===== src/mvn_ram.sv =====
// generic single write port ram with registered read
module mvn_ram #(
  parameter int Width = 8,
  parameter int Depth = 16
) (
  input  logic                     clk_i,
  input  logic                     we_i,
  input  logic [$clog2(Depth)-1:0] waddr_i,
  input  logic [Width-1:0]         wdata_i,
  input  logic [$clog2(Depth)-1:0] raddr_i,
  output logic [Width-1:0]         rdata_o
);

  logic [Width-1:0] mem_q [Depth];
  logic [Width-1:0] rdata_q;

  always_ff @(posedge clk_i) begin
    if (we_i) begin
      mem_q[waddr_i] <= wdata_i;
    end
    rdata_q <= mem_q[raddr_i];
  end

  assign rdata_o = rdata_q;

endmodule


===== config.mk =====
export PLATFORM = sky130hd
export DESIGN_NAME = mvn_ram
export DESIGN_NICKNAME = d
export VERILOG_FILES = /design/src/mvn_ram.sv
export SDC_FILE = /design/constraint.sdc
export NUM_CORES = 1
export LEC_CHECK = 0
export ABC_AREA = 1
export BUFFER_PORTS_ARGS = -buffer_cell sky130_fd_sc_hd__buf_4
export CAP_MARGIN = 20
export CORE_MARGIN = 1
export CORE_UTILIZATION = 41
export CTS_BUF_LIST = sky130_fd_sc_hd__clkbuf_8
export CTS_CLUSTER_SIZE = 25
export DETAILED_ROUTE_END_ITERATION = 8
export GPL_ROUTABILITY_DRIVEN = 0
export PLACE_DENSITY_LB_ADDON = 0.2
export SLEW_MARGIN = 20
export SYNTH_ARGS = -nofsm -noshare
export SYNTH_HDL_FRONTEND = slang
export SYNTH_SLANG_ARGS = --single-unit

===== constraint.sdc =====
create_clock -name clk_i -period 2.45 [get_ports clk_i]
set_clock_uncertainty 0.05 [all_clocks]
set_input_delay 0.1225 -clock clk_i [delete_from_list [all_inputs] [get_ports clk_i]]
set_output_delay 0.1225 -clock clk_i [all_outputs]
set_load 0.005 [all_outputs]

==> flow_summary_export.csv <==
group,metric,value,unit
floorplan,dieArea,0.0145,sq mm
timing,grt_setup_unrepaired,"false",
route,drc,0,
timing,tightest_slew,823,ps
timing,finalHoldViolCount,0,
placement,io_buffers,25,
floorplan,dieHeight,121,microns
timing,finalSetupTns,0,ps
timing,setup_viol,0,
route,drtIter0Drc,208,
worst_setup_path,cp.required,2280,ps
timing,fin_ws,1310,ps
worst_setup_path,crit_arrival,970,ps
final_layout,most-common-layout-cells,"nand2_1, edfxtp_1, inv_1, nand3_1, buf_4",
worst_setup_path,path_class,"register to primary output",
floorplan,io_pins,26,
route,wire_per_inst,16.6,microns
logic_synthesis,synth_area,0.00577,sq mm
route,drt-vias-per-instance,4.79,
cts,cts_setup_buffers,0,
logic_synthesis,ys_types,12,
global_routing,track_usage,19.6,%
timing,relSlewSlack,44.9,%
logic_synthesis,syn_nets,569,
final_layout,fillers,1262,
cts,path_clk_slew,70,ps
power,peakVddDrop,363,uV
worst_setup_path,rrSetupSlack,1310,ps
final_layout,synthToLayoutAreaGrowth,13.1,%
logic_synthesis,synth_area_per_cell,10.5,sq um
cts,cts_tree,"built",
cts,cts_resized,0,
worst_setup_path,r2r_cells,6,
run,drv_cap,0,
global_routing,grt_start_max_net_pins,38,
worst_setup_path,path_delay_family,"flip-flops",
worst_hold_path,hp-class,"input port to register",
final_layout,nNetsFinal,606,
timing,fmax,875,MHz
global_routing,grt_overflow_total,0,
cts,clock_sinks,136,
worst_setup_path,worstReg2RegStart,"mem_q[7][5]",
cts,numCtsBuffers,17,
cts,htree_num_levels,4,
floorplan,fp.dieW,121,microns
final_layout,final_common_cell,"nand2_1",
worst_setup_path,end_kind,"primary output",
floorplan,initial_utilization,42.9,%
placement,dpl.hpwl,7.78,mm
logic_synthesis,synth-seq-area-share,69.4,%
floorplan,coreArea,0.0135,sq mm
worst_setup_path,start_kind,"register",
cts,cts_hold_buf,9,
worst_setup_path,cp_slowest_cell,"dfxtp_1",
status,status,"complete, no violations",
global_routing,antenna_found_initial,0,
final_layout,n_antenna_cell,0,
floorplan,fp-row-count,42,
worst_setup_path,crit_buf_inv,1,
final_layout,utilization,48.5,%
logic_synthesis,ys_ff_latch,136,
global_routing,first_global_vias,3694,
cts,insertion_delay,450,ps
timing,final_max_slew_viol_count,0,
route,firstDrtPassIters,5,
worst_setup_path,cp_max_fo,1,
worst_setup_path,worstPathCellList,"buf_4",
cts,cts_root_buf,"clkbuf_8",
route,wl,12.9,mm
power,power_density,709,mW/mm^2
worst_hold_path,hold_depth,4,
placement,dp_slack,832,ps
worst_setup_path,max_stage_delay,390,ps
cts,clk_path_buf_depth,2,
worst_setup_path,reg2reg_to,"rdata_o[5]",
global_routing,grt_pass1_wl,20.4,mm
final_layout,drive_gt1_share,9.65,%
logic_synthesis,synthCells,551,
worst_hold_path,holdPathEnd,"rdata_o[6]",
route,antenna_left,0,
power,leakage,2.81,nW
logic_synthesis,ys_warn_count,0,
timing,min_period_over_period,46.7,%
worst_hold_path,min_from,"raddr_i[2]",
timing,fin_crit,1140,ps
route,vias,3725,
-- routing by layer --
| metal | track usage [%] | up-vias | part of all wire [%] |
|---|---|---|---|
| met5 | 0 | - | 0 |
| met4 | 9.57 | 0 | 3.0 |
| met3 | 3.82 | 26 | 5.0 |
| met2 | 32.8 | 109 | 49 |
| met1 | 24.5 | 1747 | 43 |
| li1 | - | 1843 | - |
-- cells in the mapped netlist --
library cell,count,area share (%)
nand2_1,173,11
edfxtp_1,128,67
inv_1,100,6.5
nand3_1,97,8.4
nor2_1,17,1.1
buf_2,13,1.1
dfxtp_1,8,2.8
buf_6,6,1.2
buf_4,4,0.52
inv_2,2,0.13
nand3b_1,2,0.26
buf_1,1,0.065
-- logic make-up (layout without fill, tap and decap cells) --
group	Yosys count	after routing	share of synthesized area (%)
buffers and inverters	126	176	9.52
DFF	136	136	69.4
and+or+nand+nor	289	289	21.0
-- layout make-up --
type	count	area, sq um	share of cell area, %
Clock buffer	17	234	3.59
Inverter	102	383	5.87
Timing Repair Buffer	42	350	5.37
Tap cell	176	220	3.38
Sequential cell	136	4000	61.4
Multi-Input combinational cell	289	1210	18.6
Clock inverter	15	118	1.80
-- stage by stage --
stage / hold slack (ps) / power [mW] / instance area (sq um) / cells
6_report: 99.7 / 4.62 / 6520 / 777
5_1_grt: 102 / 4.79 / 6520 / 777
4_1_cts: 61.8 / 4.67 / 6520 / 777
3_5_place_dp: 418 / 2.99 / 6080 / 736
3_3_place_gp: 412 / 2.99 / 6080 / 736
2_1_floorplan: 171 / 2.85 / 5770 / 551
-- registers in the layout, summed over array words and instances, names as in the netlist --
| signal | flops |
|---|---|
| rdata_o | 8 |
| mem_q | 128 |
-- worst max path at each step --
stage	startpoint	end	slack, ps	cells after the start
floorplan	waddr_i[2]	mem_q[10][0]	1330	2
global placement	waddr_i[0]	mem_q[0][6]	850	4
detailed placement	waddr_i[0]	mem_q[0][7]	830	4
CTS	rdata_o[1]	rdata_o[1]	1280	1
global route	waddr_i[1]	mem_q[0][1]	1190	4
finish	rdata_o[1]	rdata_o[1]	1310	1
-- report_power, final --
| group | internal (mW) | switching, mW | leakage [nW] |
|---|---|---|---|
| Clock | 0.867 | 0.809 | 0.188 |
| Sequential | 2.60 | 0.0159 | 1.22 |
| Combinational | 0.112 | 0.221 | 1.40 |
Note: power is estimated with default switching activity, not from simulation.
