===== config.mk =====
export PLATFORM = sky130hd
export DESIGN_NAME = mvn_norm
export DESIGN_NICKNAME = d
export VERILOG_FILES = /design/src/mvn_pkg.sv /design/src/mvn_norm.sv
export SDC_FILE = /design/constraint.sdc
export NUM_CORES = 2
export LEC_CHECK = 0
export BUFFER_PORTS_ARGS = -buffer_cell sky130_fd_sc_hd__buf_2
export CORE_MARGIN = 3
export CORE_UTILIZATION = 50
export DETAILED_ROUTE_END_ITERATION = 6
export PLACE_DENSITY = 0.66
export REMOVE_ABC_BUFFERS = 1
export SYNTH_ARGS = -nofsm -noshare
export SYNTH_HDL_FRONTEND = slang
export SYNTH_SLANG_ARGS = --single-unit

===== constraint.sdc =====
create_clock -name clk_i -period 45.7 [get_ports clk_i]
set_clock_uncertainty 0.15 [all_clocks]
set_input_delay 9.14 -clock clk_i [delete_from_list [all_inputs] [get_ports clk_i]]
set_output_delay 9.14 -clock clk_i [all_outputs]
set_load 0.005 [all_outputs]

===== src/mvn_pkg.sv =====
// shared types and codes of the mesh vertex normal unit
package mvn_pkg;

  localparam int CoordW = 16;
  localparam int NormW  = 16;
  localparam int VtxW   = 6;

  // request kinds
  localparam logic [1:0] KIND_WR_POS  = 2'd0;
  localparam logic [1:0] KIND_WR_IDX  = 2'd1;
  localparam logic [1:0] KIND_COMPUTE = 2'd2;

  // configuration register indexes
  localparam logic [1:0] CFG_STRIP_MODE   = 2'd0;
  localparam logic [1:0] CFG_USE_INDICES  = 2'd1;
  localparam logic [1:0] CFG_VERTEX_COUNT = 2'd2;
  localparam logic [1:0] CFG_INDEX_COUNT  = 2'd3;

  typedef struct packed {
    logic [1:0]               kind;
    logic [7:0]               slot;
    logic signed [CoordW-1:0] pos_x;
    logic signed [CoordW-1:0] pos_y;
    logic signed [CoordW-1:0] pos_z;
    logic [VtxW-1:0]          index_value;
  } in_req_t;

  typedef struct packed {
    logic [VtxW-1:0]         vertex;
    logic signed [NormW-1:0] normal_x;
    logic signed [NormW-1:0] normal_y;
    logic signed [NormW-1:0] normal_z;
    logic                    degenerate;
    logic                    last;
  } out_req_t;

  // result of the normalising unit
  typedef struct packed {
    logic signed [NormW-1:0] x;
    logic signed [NormW-1:0] y;
    logic signed [NormW-1:0] z;
    logic                    zero;
  } norm_res_t;

endpackage


===== src/mvn_norm.sv =====
// multi-cycle vector normaliser to signed q1.14
module mvn_norm #(
  parameter int W = 44
) (
  input  logic                 clk_i,
  input  logic                 rst_ni,
  input  logic                 start_i,
  input  logic signed [W-1:0]  vec_i [3],
  output logic                 done_o,
  output mvn_pkg::norm_res_t   res_o
);

  localparam logic [2:0] N_IDLE  = 3'd0;
  localparam logic [2:0] N_SHIFT = 3'd1;
  localparam logic [2:0] N_SQ    = 3'd2;
  localparam logic [2:0] N_SQRT  = 3'd3;
  localparam logic [2:0] N_DINIT = 3'd4;
  localparam logic [2:0] N_DIV   = 3'd5;

  logic [2:0]   st_q, st_d;
  logic [4:0]   cnt_q, cnt_d;
  logic [1:0]   comp_q, comp_d;
  logic         done_q, done_d;
  logic [W-1:0] mag_q [3];
  logic [W-1:0] mag_d [3];
  logic [W-1:0] mx_q, mx_d;
  logic [2:0]   neg_q, neg_d;
  logic [59:0]  prod_q, prod_d;
  logic [61:0]  len_q, len_d;
  logic [31:0]  rem_q, rem_d;
  logic [30:0]  root_q, root_d;
  logic [31:0]  drem_q, drem_d;
  logic [14:0]  dnum_q, dnum_d;
  logic [14:0]  quo_q, quo_d;
  mvn_pkg::norm_res_t res_q, res_d;

  logic [W-1:0] mag_in [3];
  logic [W-1:0] mx_in;
  logic [29:0]  sq_op;
  logic [33:0]  sq_r2, sq_trial;
  logic [44:0]  num;
  logic [29:0]  div_op;
  logic [32:0]  div_r2;
  logic         qbit;
  logic [14:0]  quo_n, quo_c;
  logic signed [15:0] comp_val;

  always_comb begin
    for (int i = 0; i < 3; i++) begin
      mag_in[i] = vec_i[i][W-1] ? W'(-vec_i[i]) : W'(vec_i[i]);
    end
    mx_in = mag_in[0];
    if (mag_in[1] > mx_in) mx_in = mag_in[1];
    if (mag_in[2] > mx_in) mx_in = mag_in[2];
  end

  always_comb begin
    case (cnt_q[1:0])
      2'd0:    sq_op = mag_q[0][29:0];
      2'd1:    sq_op = mag_q[1][29:0];
      default: sq_op = mag_q[2][29:0];
    endcase
    case (comp_q)
      2'd0:    div_op = mag_q[0][29:0];
      2'd1:    div_op = mag_q[1][29:0];
      default: div_op = mag_q[2][29:0];
    endcase
  end

  assign sq_r2    = {rem_q, len_q[61:60]};
  assign sq_trial = {1'b0, root_q, 2'b01};
  assign num      = {1'b0, div_op, 14'd0} + 45'(root_q[30:1]);
  assign div_r2   = {drem_q, dnum_q[14]};
  assign qbit     = div_r2 >= {2'b00, root_q};
  assign quo_n    = {quo_q[13:0], qbit};
  assign quo_c    = (quo_n > 15'd16384) ? 15'd16384 : quo_n;
  assign comp_val = neg_q[comp_q] ? -$signed({1'b0, quo_c}) : $signed({1'b0, quo_c});

  always_comb begin
    st_d   = st_q;
    cnt_d  = cnt_q;
    comp_d = comp_q;
    done_d = 1'b0;
    mag_d  = mag_q;
    mx_d   = mx_q;
    neg_d  = neg_q;
    prod_d = prod_q;
    len_d  = len_q;
    rem_d  = rem_q;
    root_d = root_q;
    drem_d = drem_q;
    dnum_d = dnum_q;
    quo_d  = quo_q;
    res_d  = res_q;
    case (st_q)
      N_IDLE: begin
        if (start_i) begin
          mag_d = mag_in;
          mx_d  = mx_in;
          neg_d = {vec_i[2][W-1], vec_i[1][W-1], vec_i[0][W-1]};
          if (mx_in == '0) begin
            res_d  = '{x: '0, y: '0, z: '0, zero: 1'b1};
            done_d = 1'b1;
          end else begin
            res_d.zero = 1'b0;
            st_d = N_SHIFT;
          end
        end
      end
      N_SHIFT: begin
        // bring the largest magnitude into [2^29, 2^30)
        if (|mx_q[W-1:30]) begin
          for (int i = 0; i < 3; i++) mag_d[i] = mag_q[i] >> 1;
          mx_d = mx_q >> 1;
        end else if (!mx_q[29]) begin
          for (int i = 0; i < 3; i++) mag_d[i] = mag_q[i] << 1;
          mx_d = mx_q << 1;
        end else begin
          cnt_d = '0;
          len_d = '0;
          st_d  = N_SQ;
        end
      end
      N_SQ: begin
        if (cnt_q != 5'd3) prod_d = sq_op * sq_op;
        if (cnt_q != 5'd0) len_d = len_q + 62'(prod_q);
        if (cnt_q == 5'd3) begin
          cnt_d  = '0;
          rem_d  = '0;
          root_d = '0;
          st_d   = N_SQRT;
        end else begin
          cnt_d = cnt_q + 5'd1;
        end
      end
      N_SQRT: begin
        // two radicand bits per cycle
        len_d = len_q << 2;
        if (sq_r2 >= sq_trial) begin
          rem_d  = 32'(sq_r2 - sq_trial);
          root_d = {root_q[29:0], 1'b1};
        end else begin
          rem_d  = sq_r2[31:0];
          root_d = {root_q[29:0], 1'b0};
        end
        if (cnt_q == 5'd30) begin
          comp_d = '0;
          st_d   = N_DINIT;
        end else begin
          cnt_d = cnt_q + 5'd1;
        end
      end
      N_DINIT: begin
        // quotient stays below 2^15 since each magnitude is at most the root
        drem_d = {2'b00, num[44:15]};
        dnum_d = num[14:0];
        quo_d  = '0;
        cnt_d  = '0;
        st_d   = N_DIV;
      end
      N_DIV: begin
        drem_d = qbit ? 32'(div_r2 - {2'b00, root_q}) : div_r2[31:0];
        dnum_d = dnum_q << 1;
        quo_d  = quo_n;
        if (cnt_q == 5'd14) begin
          case (comp_q)
            2'd0:    res_d.x = comp_val;
            2'd1:    res_d.y = comp_val;
            default: res_d.z = comp_val;
          endcase
          if (comp_q == 2'd2) begin
            done_d = 1'b1;
            st_d   = N_IDLE;
          end else begin
            comp_d = comp_q + 2'd1;
            st_d   = N_DINIT;
          end
        end else begin
          cnt_d = cnt_q + 5'd1;
        end
      end
      default: st_d = N_IDLE;
    endcase
  end

  always_ff @(posedge clk_i or negedge rst_ni) begin
    if (!rst_ni) begin
      st_q   <= N_IDLE;
      cnt_q  <= '0;
      comp_q <= '0;
      done_q <= 1'b0;
    end else begin
      st_q   <= st_d;
      cnt_q  <= cnt_d;
      comp_q <= comp_d;
      done_q <= done_d;
    end
  end

  always_ff @(posedge clk_i) begin
    mag_q  <= mag_d;
    mx_q   <= mx_d;
    neg_q  <= neg_d;
    prod_q <= prod_d;
    len_q  <= len_d;
    rem_q  <= rem_d;
    root_q <= root_d;
    drem_q <= drem_d;
    dnum_q <= dnum_d;
    quo_q  <= quo_d;
    res_q  <= res_d;
  end

  assign done_o = done_q;
  assign res_o  = res_q;

`ifndef SYNTHESIS
  a_done_from_work: assert property (@(posedge clk_i) disable iff (!rst_ni)
    done_q |-> ($past(st_q) == N_DIV || $past(st_q) == N_IDLE))
    else $error("normaliser done without work");
  a_zero_out: assert property (@(posedge clk_i) disable iff (!rst_ni)
    (done_q && res_q.zero) |-> (res_q.x == 0 && res_q.y == 0 && res_q.z == 0))
    else $error("zero vector with nonzero result");
  a_root_range: assert property (@(posedge clk_i) disable iff (!rst_ni)
    (st_q == N_DINIT) |-> root_q[30:29] != 2'b00)
    else $error("root below 2^29");
`endif

endmodule


==> impl_metrics.tcl <==
set metrics [dict create \
    vias_per_cell 5.858 \
    drt_iter0_drc 3966 \
    fillers 10546 \
    insertion_delay_ns 0.69 \
    cts_buffers 58 \
    max_cap_violations 0 \
    synth_cells 6480 \
    ys_seq_area_frac 0.2448 \
    instances_no_fill 8139 \
    grt_pass1_wl_mm 280.1 \
    num_rows 125 \
    maxSlewHeadroom 0.1378 \
    num-nets-final 7876 \
    die_w_um 349.9 \
    dieArea_mm2 0.1225 \
    final.min_clock_period_ns 21.55 \
    hold_class "flip-flop to flip-flop" \
    ys_seq_elements 484 \
    grt_pass1_vias 48632 \
    cp.required_ns 45.84 \
    synth.cell_area_mm2 0.05915 \
    setup_viol 0 \
    final_cell_mix "inv_1 (917), nand2_1 (822), fa_1 (697)" \
    die_y_um 349.9 \
    clock-root-buffer "clkbuf_16" \
    post-route-period-util 0.4716 \
    first_pass_iters 6 \
    grt_use_total 0.2957 \
    io_pins 185 \
    status "completed" \
    cts.clk_slew.worst_paths_ns 0.06 \
    place.gp.congestion 0.9765 \
    vias 47678 \
    ctsHoldBuffers 0 \
    tns_ns 0 \
    drc 0 \
    fmax_mhz 46.40 \
    core_mm2 0.1168 \
    rsz0062_at_grt "false" \
    ant_nets 0 \
    postCtsSetupRepairBufs 0 \
    wl_per_cell_um 21.92 \
    critPathMaxFanout 39 \
    slew_violations 0 \
    synth-edff-count 473 \
    crit_type "input pin to flip-flop" \
    layout_commonest_cell "inv_1" \
    whs_path_depth 2 \
    grt_max_degree 176 \
    r2r_cells 35 \
    clockBufferDepth 3 \
    async_flop_share 0.02273 \
    ys.flop_type "edfxtp_1" \
    ctsResizeCount 0 \
    drive_above_1_share 0.07062 \
    overflow 0 \
    worst_pin_slew_ns 1.284 \
    clock-sinks 484 \
    place_inst 8028 \
    wl_mm 178.4 \
    max_stage_delay_ns 0.94 \
    cts_max_level 2 \
    cts_tree "yes" \
    cp.arrival_ns 21.70 \
    start_kind "input pin" \
    area_growth_pct 8.060 \
    grt_antenna_before_repair 4 \
    avgSynthCellArea_um2 9.128 \
    initial_core_util 0.5063 \
    synthDistinctLibCells 88 \
    critPathSlowestCell "o21ai_4" \
    hpwl_mm 138.8 \
    cp-end-kind "flip-flop" \
    yosysWarnings 0 \
    port_buffers 184 \
    hold_violations 0 \
]
through the flow:
stage | worst slack [ns] | utilization | hold slack [ns] | area [um^2]
floorplan | 20.39 | - | 0.3336 | 58140
global placement | 23.92 | 0.5304 | 0.3611 | 61960
detailed placement | 23.68 | 0.5304 | 0.3656 | 61960
CTS | 24.39 | 0.5470 | 0.3745 | 63910
global route | 23.53 | 0.5470 | 0.4160 | 63910
finish | 24.15 | 0.5471 | 0.3719 | 63910
critical path: cells and delay by family:
kind                     cells  cell delay (ns)
XOR/XNOR                     1             0.36
AO/OA/AOI/OAI               12             3.87
buffers and inverters        3             1.12
adder cells (fa/ha/maj)      2             0.71
AND/OR/NAND/NOR             15             6.42
per-layer routing:
layer  vias to the layer above  wire [um]  GRT usage
met2                      1729      83220     0.4902
met4                         2       6960    0.09997
met1                     23590      74540     0.3947
li1                      22003          -          -
met5                         -         13          0
met3                       354      13680    0.04898
flip-flops by register name, summed over array words and instances (netlist names), 2 cells and up:
signal,cells
mag_q,132
len_q,62
prod_q,59
res_o,49
mx_q,44
drem_q,32
rem_q,32
root_q,31
dnum_q,15
quo_q,14
cnt_q,5
neg_q,3
st_q,3
comp_q,2
cell usage after synthesis, types with 25 or more instances:
cell type	instances	area (um^2)
a211oi_1	56	420.4
a21o_1	136	1021
a21oi_1	376	1882
a22o_1	45	394.1
a22oi_1	27	202.7
a31oi_1	119	744.5
and3_1	69	431.7
clkbuf_1	239	897.1
edfxtp_1	473	14200
fa_1	697	13950
ha_1	480	6006
inv_1	917	3442
mux2i_1	32	320.3
nand2_1	826	3100
nand2b_1	41	256.5
nand3_1	79	395.4
nand4_1	33	206.5
nor2_1	593	2226
nor2b_1	40	250.2
nor3_1	82	410.4
nor3b_1	35	262.8
nor4_1	26	162.7
o21a_1	26	195.2
o21ai_0	265	1326
o21bai_1	30	225.2
o31ai_1	54	405.4
o41ai_1	25	219.0
or3_1	34	212.7
xnor2_1	211	1848
xor2_1	109	954.7
final timing paths:
check                           from          to  slack (ns)
setup reg to reg            cnt_q[1]  prod_q[58]       33.61
setup / recovery           vec_i[59]   res_o[12]       24.15
hold reg to reg            dnum_q[0]   dnum_q[1]        0.37
max in group asynchronous     rst_ni     st_q[1]       36.96
min in group asynchronous     rst_ni   comp_q[1]        8.19
hold / removal             dnum_q[0]   dnum_q[1]        0.37
layout make-up:
type                    count  area [um^2]  area share
well taps                1524         1907     0.02983
clock buffers              70         1496     0.02341
flip-flops and latches    484        14480      0.2265
multi-input cells        4804        40370      0.6316
clock inverters            39        450.4    0.007047
inverters                 925         3472     0.05432
repair buffers            291         1737     0.02717
diodes                      2        5.005  0.00007831
cells by family (layout without fill, tap and decap cells):
| logic type | after synthesis | after routing | synth area share |
|---|---|---|---|
| other | 0 | 2 | 0 |
| XOR/XNOR | 321 | 321 | 0.04766 |
| multiplexers | 37 | 37 | 0.006367 |
| buffers and inverters | 1192 | 1325 | 0.07577 |
| adder cells (fa/ha/maj) | 1181 | 1181 | 0.3381 |
| flip-flops | 484 | 484 | 0.2448 |
| AND/OR/NAND/NOR | 1963 | 1963 | 0.1471 |
| AO/OA/AOI/OAI | 1302 | 1302 | 0.1402 |
Power is left out: the tool's default activity adds up to more than one toggle a clock period on the data nets, which glitch-free logic cannot reach.
